File: src/rtl/core/cmfs_pkg.sv
// Shared types and constants for the cube map face select / texel address pipeline.
// No dependencies; imported by every module of the block.
`default_nettype none

package cmfs_pkg;

	localparam int COMP_W    = 16;             // direction component width
	localparam int FRAC_W    = 16;             // Q0.16 coordinate fraction bits
	localparam int QUO_W     = FRAC_W + 1;     // coordinate width, 1.0 included
	localparam int DIV_STEPS = QUO_W;          // one quotient bit per stage
	localparam int SIZE_W    = 13;
	localparam int TEXEL_W   = 12;
	localparam int PROD_W    = SIZE_W + QUO_W;

	localparam logic [SIZE_W-1:0] FACE_SIZE_RST = 13'd512;
	localparam logic [QUO_W-1:0]  HALF_Q16      = 17'd32768;
	localparam logic [QUO_W-1:0]  ONE_Q16       = 17'd65536;

	localparam logic [2:0] FACE_NEG_Z = 3'd0;
	localparam logic [2:0] FACE_NEG_X = 3'd1;
	localparam logic [2:0] FACE_POS_Z = 3'd2;
	localparam logic [2:0] FACE_POS_X = 3'd3;
	localparam logic [2:0] FACE_POS_Y = 3'd4;
	localparam logic [2:0] FACE_NEG_Y = 3'd5;

	typedef struct packed {
		logic signed [COMP_W-1:0] dir_x;
		logic signed [COMP_W-1:0] dir_y;
		logic signed [COMP_W-1:0] dir_z;
	} vec_word_t;

	typedef struct packed {
		logic [2:0]         face;
		logic [QUO_W-1:0]   coord_u;
		logic [QUO_W-1:0]   coord_v;
		logic [TEXEL_W-1:0] texel_row;
		logic [TEXEL_W-1:0] texel_col;
		logic               zero_dir;
	} texel_word_t;

	// Divider pipeline word: both lanes share the major-axis divisor.
	typedef struct packed {
		logic [2:0]        face;
		logic              zero_dir;
		logic [COMP_W-1:0] divisor;
		logic [COMP_W-1:0] rem_u;
		logic [COMP_W-1:0] rem_v;
		logic [QUO_W-1:0]  feed_u;
		logic [QUO_W-1:0]  feed_v;
		logic [QUO_W-1:0]  quo_u;
		logic [QUO_W-1:0]  quo_v;
	} div_word_t;

endpackage

`default_nettype wire

File: src/rtl/core/cmfs_major_sel.sv
// Front stage: major axis pick, face code, minor-axis signs and divider setup.
// Depends on cmfs_pkg.
`default_nettype none

module cmfs_major_sel (
	input  wire logic                clk,
	input  wire logic                arst_n,
	input  wire logic                en,
	input  wire logic                vld_in,
	input  wire cmfs_pkg::vec_word_t vec,
	output logic                     vld_s1,
	output cmfs_pkg::div_word_t      word_s1
);
	import cmfs_pkg::*;

	logic [COMP_W-1:0]        ax, ay, az, amaj;
	logic signed [COMP_W:0]   x_e, y_e, z_e, su, sv;
	logic signed [COMP_W+1:0] num_u_w, num_v_w;
	logic [COMP_W:0]          num_u, num_v;
	logic [2:0]               face;
	logic                     is_zero;
	div_word_t                nxt;

	always_comb begin
		x_e = {vec.dir_x[COMP_W-1], vec.dir_x};
		y_e = {vec.dir_y[COMP_W-1], vec.dir_y};
		z_e = {vec.dir_z[COMP_W-1], vec.dir_z};
		// most negative value maps to 2^(W-1), which still fits unsigned
		ax = vec.dir_x[COMP_W-1] ? COMP_W'(~vec.dir_x + 1'b1) : $unsigned(vec.dir_x);
		ay = vec.dir_y[COMP_W-1] ? COMP_W'(~vec.dir_y + 1'b1) : $unsigned(vec.dir_y);
		az = vec.dir_z[COMP_W-1] ? COMP_W'(~vec.dir_z + 1'b1) : $unsigned(vec.dir_z);
		is_zero = (ax == '0) && (ay == '0) && (az == '0);

		if (az >= ax && az >= ay) begin
			face = vec.dir_z[COMP_W-1] ? FACE_NEG_Z : FACE_POS_Z;
			amaj = az;
			su   = vec.dir_z[COMP_W-1] ? -x_e : x_e;
			sv   = -y_e;
		end else if (ay >= ax) begin
			face = vec.dir_y[COMP_W-1] ? FACE_NEG_Y : FACE_POS_Y;
			amaj = ay;
			su   = x_e;
			sv   = vec.dir_y[COMP_W-1] ? -z_e : z_e;
		end else begin
			face = vec.dir_x[COMP_W-1] ? FACE_NEG_X : FACE_POS_X;
			amaj = ax;
			su   = vec.dir_x[COMP_W-1] ? z_e : -z_e;
			sv   = -y_e;
		end

		// zero vector: divide 1 by 1, which lands on the centre
		if (is_zero) begin
			amaj = COMP_W'(1);
			su   = '0;
			sv   = '0;
		end

		num_u_w = $signed({2'b00, amaj}) + $signed({su[COMP_W], su});
		num_v_w = $signed({2'b00, amaj}) + $signed({sv[COMP_W], sv});
		num_u   = num_u_w[COMP_W:0];
		num_v   = num_v_w[COMP_W:0];

		// quotient = (num << 15) / a: high part num >> 2, then num[1:0], then zeros
		nxt.face     = face;
		nxt.zero_dir = is_zero;
		nxt.divisor  = amaj;
		nxt.rem_u    = COMP_W'(num_u >> 2);
		nxt.rem_v    = COMP_W'(num_v >> 2);
		nxt.feed_u   = {num_u[1:0], (QUO_W-2)'(0)};
		nxt.feed_v   = {num_v[1:0], (QUO_W-2)'(0)};
		nxt.quo_u    = '0;
		nxt.quo_v    = '0;
	end

	always_ff @(posedge clk or negedge arst_n) begin
		if (!arst_n) begin
			vld_s1 <= 1'b0;
		end else if (en) begin
			vld_s1 <= vld_in;
		end
	end

	always_ff @(posedge clk) begin
		if (en) begin
			word_s1 <= nxt;
		end
	end

endmodule

`default_nettype wire

File: src/rtl/core/cmfs_div_step.sv
// One restoring-division stage: produces one quotient bit for both u and v lanes.
// Depends on cmfs_pkg.
`default_nettype none

module cmfs_div_step (
	input  wire logic                clk,
	input  wire logic                arst_n,
	input  wire logic                en,
	input  wire logic                vld_in,
	input  wire cmfs_pkg::div_word_t word_in,
	output logic                     vld_s1,
	output cmfs_pkg::div_word_t      word_s1
);
	import cmfs_pkg::*;

	logic [COMP_W:0] t_u, t_v, d_u, d_v, dvs;
	logic            ge_u, ge_v;
	div_word_t       nxt;

	always_comb begin
		dvs  = {1'b0, word_in.divisor};
		t_u  = {word_in.rem_u, word_in.feed_u[QUO_W-1]};
		t_v  = {word_in.rem_v, word_in.feed_v[QUO_W-1]};
		d_u  = t_u - dvs;
		d_v  = t_v - dvs;
		ge_u = t_u >= dvs;
		ge_v = t_v >= dvs;

		nxt        = word_in;
		// remainder stays below the divisor, so W bits hold it
		nxt.rem_u  = ge_u ? d_u[COMP_W-1:0] : t_u[COMP_W-1:0];
		nxt.rem_v  = ge_v ? d_v[COMP_W-1:0] : t_v[COMP_W-1:0];
		nxt.feed_u = {word_in.feed_u[QUO_W-2:0], 1'b0};
		nxt.feed_v = {word_in.feed_v[QUO_W-2:0], 1'b0};
		nxt.quo_u  = {word_in.quo_u[QUO_W-2:0], ge_u};
		nxt.quo_v  = {word_in.quo_v[QUO_W-2:0], ge_v};
	end

	always_ff @(posedge clk or negedge arst_n) begin
		if (!arst_n) begin
			vld_s1 <= 1'b0;
		end else if (en) begin
			vld_s1 <= vld_in;
		end
	end

	always_ff @(posedge clk) begin
		if (en) begin
			word_s1 <= nxt;
		end
	end

endmodule

`default_nettype wire

File: src/rtl/core/cmfs_texel.sv
// Back end: face size clamp, size * coordinate multiply, then cap to size-1.
// Depends on cmfs_pkg.
`default_nettype none

module cmfs_texel #(
	parameter int MAX_FACE_SIZE = 4096
) (
	input  wire logic                          clk,
	input  wire logic                          arst_n,
	input  wire logic                          en_mul,
	input  wire logic                          en_out,
	input  wire logic                          vld_in,
	input  wire cmfs_pkg::div_word_t           word_in,
	input  wire logic [cmfs_pkg::SIZE_W-1:0]   face_size,
	output logic                               vld_s1,
	output logic                               vld_s2,
	output cmfs_pkg::texel_word_t              word_s2
);
	import cmfs_pkg::*;

	localparam logic [SIZE_W+1:0] MaxSize = (SIZE_W+2)'(MAX_FACE_SIZE);
	localparam int                IDX_W   = PROD_W - FRAC_W;

	logic [SIZE_W+1:0]  sz_ext;
	logic [SIZE_W-1:0]  size_c;
	logic [2:0]         face_s1;
	logic               zero_s1;
	logic [QUO_W-1:0]   quo_u_s1, quo_v_s1;
	logic [SIZE_W-1:0]  size_s1;
	logic [PROD_W-1:0]  prod_u_s1, prod_v_s1;
	logic [SIZE_W-1:0]  lim;
	logic [IDX_W-1:0]   idx_u, idx_v, lim_e;
	texel_word_t        nxt;

	always_comb begin
		sz_ext = {2'b00, face_size};
		if (sz_ext == '0) begin
			sz_ext = (SIZE_W+2)'(1);
		end else if (sz_ext > MaxSize) begin
			sz_ext = MaxSize;
		end
		size_c = SIZE_W'(sz_ext);
	end

	always_ff @(posedge clk) begin
		if (en_mul) begin
			face_s1   <= word_in.face;
			zero_s1   <= word_in.zero_dir;
			quo_u_s1  <= word_in.quo_u;
			quo_v_s1  <= word_in.quo_v;
			size_s1   <= size_c;
			prod_u_s1 <= PROD_W'(size_c) * PROD_W'(word_in.quo_u);
			prod_v_s1 <= PROD_W'(size_c) * PROD_W'(word_in.quo_v);
		end
	end

	always_comb begin
		lim   = size_s1 - 1'b1;
		lim_e = IDX_W'(lim);
		idx_u = prod_u_s1[PROD_W-1:FRAC_W];
		idx_v = prod_v_s1[PROD_W-1:FRAC_W];
		// coordinate 1.0 lands one past the last texel: cap it
		if (idx_u > lim_e) begin
			idx_u = lim_e;
		end
		if (idx_v > lim_e) begin
			idx_v = lim_e;
		end
		nxt.face      = face_s1;
		nxt.coord_u   = quo_u_s1;
		nxt.coord_v   = quo_v_s1;
		nxt.texel_row = TEXEL_W'(idx_v);
		nxt.texel_col = TEXEL_W'(idx_u);
		nxt.zero_dir  = zero_s1;
	end

	always_ff @(posedge clk or negedge arst_n) begin
		if (!arst_n) begin
			vld_s1 <= 1'b0;
			vld_s2 <= 1'b0;
		end else begin
			if (en_mul) begin
				vld_s1 <= vld_in;
			end
			if (en_out) begin
				vld_s2 <= vld_s1;
			end
		end
	end

	always_ff @(posedge clk) begin
		if (en_out) begin
			word_s2 <= nxt;
		end
	end

endmodule

`default_nettype wire

File: src/rtl/core/cubemap_face_select_texel_address.sv
// Cube map face select and nearest-texel address pipeline.
// Stages: 1 select stage, 17 one-bit divider stages, multiply, cap/output.
// Throughput: one word per cycle while texel_stall is low; the restoring divider is fully unrolled into stages.
// Each stage advances whenever it is empty or its successor advances, so bubbles fill.
// Reset (arst_n low, asynchronous) empties the pipeline and sets face_size to 512.
`default_nettype none

module cubemap_face_select_texel_address #(
	parameter int MAX_FACE_SIZE = 4096
) (
	input  wire logic                         clk,
	input  wire logic                         arst_n,
	input  wire logic                         face_size_we,
	input  wire logic [cmfs_pkg::SIZE_W-1:0]  face_size_wdata,
	input  wire logic                         vec_valid,
	output logic                              vec_stall,
	input  wire cmfs_pkg::vec_word_t          vec,
	output logic                              texel_valid,
	input  wire logic                         texel_stall,
	output cmfs_pkg::texel_word_t             texel
);
	import cmfs_pkg::*;

	localparam int NSTG = DIV_STEPS + 3;

	logic [SIZE_W-1:0] face_size_q;
	logic [NSTG-1:0]   vld;
	logic [NSTG-1:0]   en;
	div_word_t         div_w [DIV_STEPS+1];

	always_ff @(posedge clk or negedge arst_n) begin
		if (!arst_n) begin
			face_size_q <= FACE_SIZE_RST;
		end else if (face_size_we) begin
			face_size_q <= face_size_wdata;
		end
	end

	// advance a stage when it is empty or the one after it advances
	always_comb begin
		en[NSTG-1] = !vld[NSTG-1] || !texel_stall;
		for (int k = NSTG - 2; k >= 0; k--) begin
			en[k] = !vld[k] || en[k+1];
		end
	end

	assign vec_stall   = !en[0];
	assign texel_valid = vld[NSTG-1];

	cmfs_major_sel u_sel (
		.clk     (clk),
		.arst_n  (arst_n),
		.en      (en[0]),
		.vld_in  (vec_valid),
		.vec     (vec),
		.vld_s1  (vld[0]),
		.word_s1 (div_w[0])
	);

	for (genvar i = 0; i < DIV_STEPS; i++) begin : g_div
		cmfs_div_step u_step (
			.clk     (clk),
			.arst_n  (arst_n),
			.en      (en[i+1]),
			.vld_in  (vld[i]),
			.word_in (div_w[i]),
			.vld_s1  (vld[i+1]),
			.word_s1 (div_w[i+1])
		);
	end

	cmfs_texel #(
		.MAX_FACE_SIZE (MAX_FACE_SIZE)
	) u_texel (
		.clk       (clk),
		.arst_n    (arst_n),
		.en_mul    (en[NSTG-2]),
		.en_out    (en[NSTG-1]),
		.vld_in    (vld[DIV_STEPS]),
		.word_in   (div_w[DIV_STEPS]),
		.face_size (face_size_q),
		.vld_s1    (vld[NSTG-2]),
		.vld_s2    (vld[NSTG-1]),
		.word_s2   (texel)
	);

endmodule

`default_nettype wire

File: config.mk
export PLATFORM = sky130hd
export DESIGN_NAME = cubemap_face_select_texel_address
export DESIGN_NICKNAME = d
export VERILOG_FILES = /design/src/rtl/core/cmfs_pkg.sv /design/src/rtl/core/cmfs_major_sel.sv /design/src/rtl/core/cmfs_div_step.sv /design/src/rtl/core/cmfs_texel.sv /design/src/rtl/core/cubemap_face_select_texel_address.sv
export SDC_FILE = /design/constraint.sdc
export NUM_CORES = 2
export LEC_CHECK = 0
export BUFFER_PORTS_ARGS = -buffer_cell sky130_fd_sc_hd__buf_4
export CORE_UTILIZATION = 49
export CTS_CLUSTER_SIZE = 40
export DETAILED_ROUTE_END_ITERATION = 8
export PLACE_DENSITY = 0.73
export SYNTH_ARGS = -nofsm -noshare
export SYNTH_HDL_FRONTEND = slang
export SYNTH_SLANG_ARGS = --single-unit
File: constraint.sdc
create_clock -name clk -period 10.85 [get_ports clk]
set_clock_uncertainty 0.15 [all_clocks]
set_input_delay 1.6275 -clock clk [delete_from_list [all_inputs] [get_ports clk]]
set_output_delay 1.6275 -clock clk [all_outputs]
set_load 0.03 [all_outputs]
==> results.sh <==
export IMPL_status="finished clean"
export IMPL_wl_per_cell_um=19.9
export IMPL_routed_wl_mm=213
export IMPL_ys_ff_latch=1372
export IMPL_finalCriticalPeriod_ns=8.65
export IMPL_slew_headroom=0.148
export IMPL_whs_ns=0.241
export IMPL_final_util=0.541
export IMPL_setup_slack_ns=2.20
export IMPL_clock_latency_ns=0.80
export IMPL_grt_use_met1=0.298
export IMPL_numCtsBuffers=149
export IMPL_postCtsHoldBufs=0
export IMPL_synth_flop_cell="edfxtp_1"
export IMPL_drt_initial_drc_count=4283
export IMPL_hold_violations=0
export IMPL_start_util=0.493
export IMPL_grt_ovfl_total=0
export IMPL_cp_end_kind="register"
export IMPL_rsz0062_at_grt="no"
export IMPL_avgSynthCellArea_sq_um=11.1
export IMPL_antenna_found_initial=5
export IMPL_drc=0
export IMPL_syn_nets=9244
export IMPL_area_delta_synth_final_pct=9.83
export IMPL_slowest_stage="or4_1"
export IMPL_drv_cap=0
export IMPL_cts_root_buffer="clkbuf_16"
export IMPL_io_buffers=129
export IMPL_fmaxAchievable_ghz=0.116
export IMPL_synth_top_area_frac=0.451
export IMPL_fin_crit_sh=0.797
export IMPL_core_area_sq_um=181000
export IMPL_synth_top_cell_by_area="edfxtp_1"
export IMPL_synthMuxAreaShare=0.0242
export IMPL_dp_slack_ns=1.16
export IMPL_ys_warn_count=0
export IMPL_grt_pass1_wl_mm=334
export IMPL_drive_gt1_frac=0.0877
export IMPL_synth_compound_area_frac=0.104
export IMPL_crit_required_ns=11.19
export IMPL_crit_type="input pin to register"
export IMPL_tns_ns=0
export IMPL_cts_sinks=1372
export IMPL_synth_edff_count=1339
export IMPL_grt_use_total=0.231
export IMPL_synth_area_leaders="edfxtp_1 45%, ha_1 11%, fa_1 8.1%, a21oi_1 3.8%, inv_1 3.7%"
export IMPL_critPathLaunchType="input pin"
export IMPL_nNetsFinal=9392
export IMPL_htree_levels=4
export IMPL_cts_tree="built"
export IMPL_synth_top_family_by_area="adder cells"
export IMPL_tightestPinTransition_ns=1.28
export IMPL_path_max_fanout=11
export IMPL_row_count=156
export IMPL_clkTransAtPathRegs_ns=0.06
export IMPL_die_w_um=428
export IMPL_use_met2=0.401
export IMPL_synth_fa_ha_area_frac=0.193
export IMPL_crit_path_frequent_cell="ha_1"
export IMPL_ant_nets=0
export IMPL_busiest_layer="met2"
export IMPL_drt_first_pass_iters=8
export IMPL_synth_cell_types=76
export IMPL_synth_async_sr_flop_share=0.0241
export IMPL_ys_seq_area_frac=0.461
export IMPL_drv_slew=0
export IMPL_dpl_hpwl_mm=164
export IMPL_die_h_um=428
export IMPL_dieArea_sq_um=184000
export IMPL_arrival_ns=8.99
export IMPL_hold_class="register to register"
export IMPL_cts_setup_buffers=0
export IMPL_grt_pass1_vias=60500
export IMPL_viasPerCell=5.59
export IMPL_grt_max_degree=67
export IMPL_syn_inst=8019
export IMPL_globalplace_congestion=0.922
export IMPL_cts_resized=0
export IMPL_slowest_delay_ns=0.64
export IMPL_synth_simple_area_share=0.118
export IMPL_cts_buffer_depth=3
export IMPL_setup_viol=0
export IMPL_netlist_area_sq_um=89100
export IMPL_io_pins=130
export IMPL_grtUsageMet3=0.0271
export IMPL_synth_xor_area_share=0.0537
export IMPL_via_count=59600
==> metrics by stage <==
stage	instance area [sq um]	instances
3_5_place_dp	92900	10400
6_report	97900	10700
4_1_cts	97800	10700
2_1_floorplan	89100	8019
3_3_place_gp	92900	10400
5_1_grt	97900	10700
==> layout by cell type, fill, tap and decap left out, types with 48 or more instances in the layout <==
master     Yosys  final
a211oi_1      75     75
a21boi_0      60     60
a21o_1       160    160
a21oi_1      669    649
and2_1       259    259
buf_4          3    199
clkbuf_16      0    153
edfxtp_1    1339   1339
fa_1         362    362
ha_1         797    797
inv_1        887    879
mux2_2       174    174
nand2_1      526    520
nand2b_1     143    143
nand3_1      117    113
nand4_1       71     71
nor2_1       548    547
nor2b_1      103     91
nor3_1       131    131
nor4_1        48     48
o21a_1        59     59
o21ai_0      257    257
or2_2         56     56
or3_1         53     53
xnor2_1      323    323
xor2_1       223    223
==> worst paths after layout <==
check | start | to | slack [ns] | depth (start not counted)
max | vec[16] | u_sel.word_s1[98] | 2.20 | 29
min | g_div[11].u_step.word_s1[23] | g_div[12].u_step.word_s1[24] | 0.24 | 0
max reg2reg | face_size_q[12] | u_texel.prod_v_s1[29] | 2.78 | 24
min reg2reg | g_div[11].u_step.word_s1[23] | g_div[12].u_step.word_s1[24] | 0.24 | 0
max in group asynchronous | arst_n | face_size_q[9] | 9.56 | 1
min in group asynchronous | arst_n | u_texel.vld_s2 | 0.64 | 1
==> synthesized netlist by cell type (187+ instances only) <==
| library cell | count |
|---|---|
| edfxtp_1 | 1339 |
| fa_1 | 362 |
| a21oi_1 | 669 |
| xnor2_1 | 323 |
| ha_1 | 797 |
| o21ai_0 | 257 |
| and2_1 | 259 |
| nor2_1 | 548 |
| xor2_1 | 223 |
| inv_1 | 887 |
| clkbuf_1 | 187 |
| nand2_1 | 526 |
==> metal layers <==
| metal | share of wire | routed length (um) | vias to the layer above |
|---|---|---|---|
| met5 | 0.000038 | 8 | - |
| met4 | 0.034 | 7180 | 2 |
| met3 | 0.043 | 9170 | 379 |
| met2 | 0.49 | 105000 | 1509 |
| met1 | 0.43 | 91100 | 29200 |
| li1 | - | - | 28500 |
==> kinds of logic (layout without fill, tap and decap cells) <==
kind of cell | Yosys count | count (layout)
adder cells (fa/ha/maj) | 1159 | 1159
AO/OA/AOI/OAI | 1518 | 1518
AND/OR/NAND/NOR | 2139 | 2139
XOR/XNOR | 546 | 546
multiplexers | 194 | 194
flip-flops | 1372 | 1372
buffers and inverters | 1091 | 1363
other | 0 | 2
==> worst max-delay path: cells and delay by family <==
| kind | cells | cell delay [ns] |
|---|---|---|
| AND/OR/NAND/NOR | 14 | 3.77 |
| AO/OA/AOI/OAI | 8 | 1.97 |
| XOR/XNOR | 2 | 0.49 |
| buffers and inverters | 2 | 0.27 |
| adder cells (fa/ha/maj) | 3 | 0.84 |
==> state kept, by name, indices dropped and copies added (netlist names) <==
signal,count
u_texel.size_s1,13
u_texel.vld_s2,1
u_texel.prod_v_s1,14
u_texel.quo_u_s1,17
u_sel.word_s1,54
u_texel.zero_s1,1
u_texel.word_s2,62
face_size_q,13
u_texel.prod_u_s1,14
g_div.u_step.vld_s1,17
u_texel.vld_s1,1
u_sel.vld_s1,1
u_texel.face_s1,3
u_texel.quo_v_s1,17
g_div.u_step.word_s1,1144
==> cell type report <==
| cell class | instances | area (sq um) |
|---|---|---|
| Fill cell | 15200 | 82900 |
| Multi-Input combinational cell | 5556 | 44100 |
| Sequential cell | 1372 | 41000 |
| Clock buffer | 179 | 3980 |
| Inverter | 888 | 3340 |
| Tap cell | 2370 | 2970 |
| Timing Repair Buffer | 200 | 1500 |
| Clock inverter | 96 | 918 |
| Antenna cell | 2 | 5.00 |
Power is left out: the tool's default activity adds up to more than one toggle a clock period on the data nets, which glitch-free logic cannot reach.
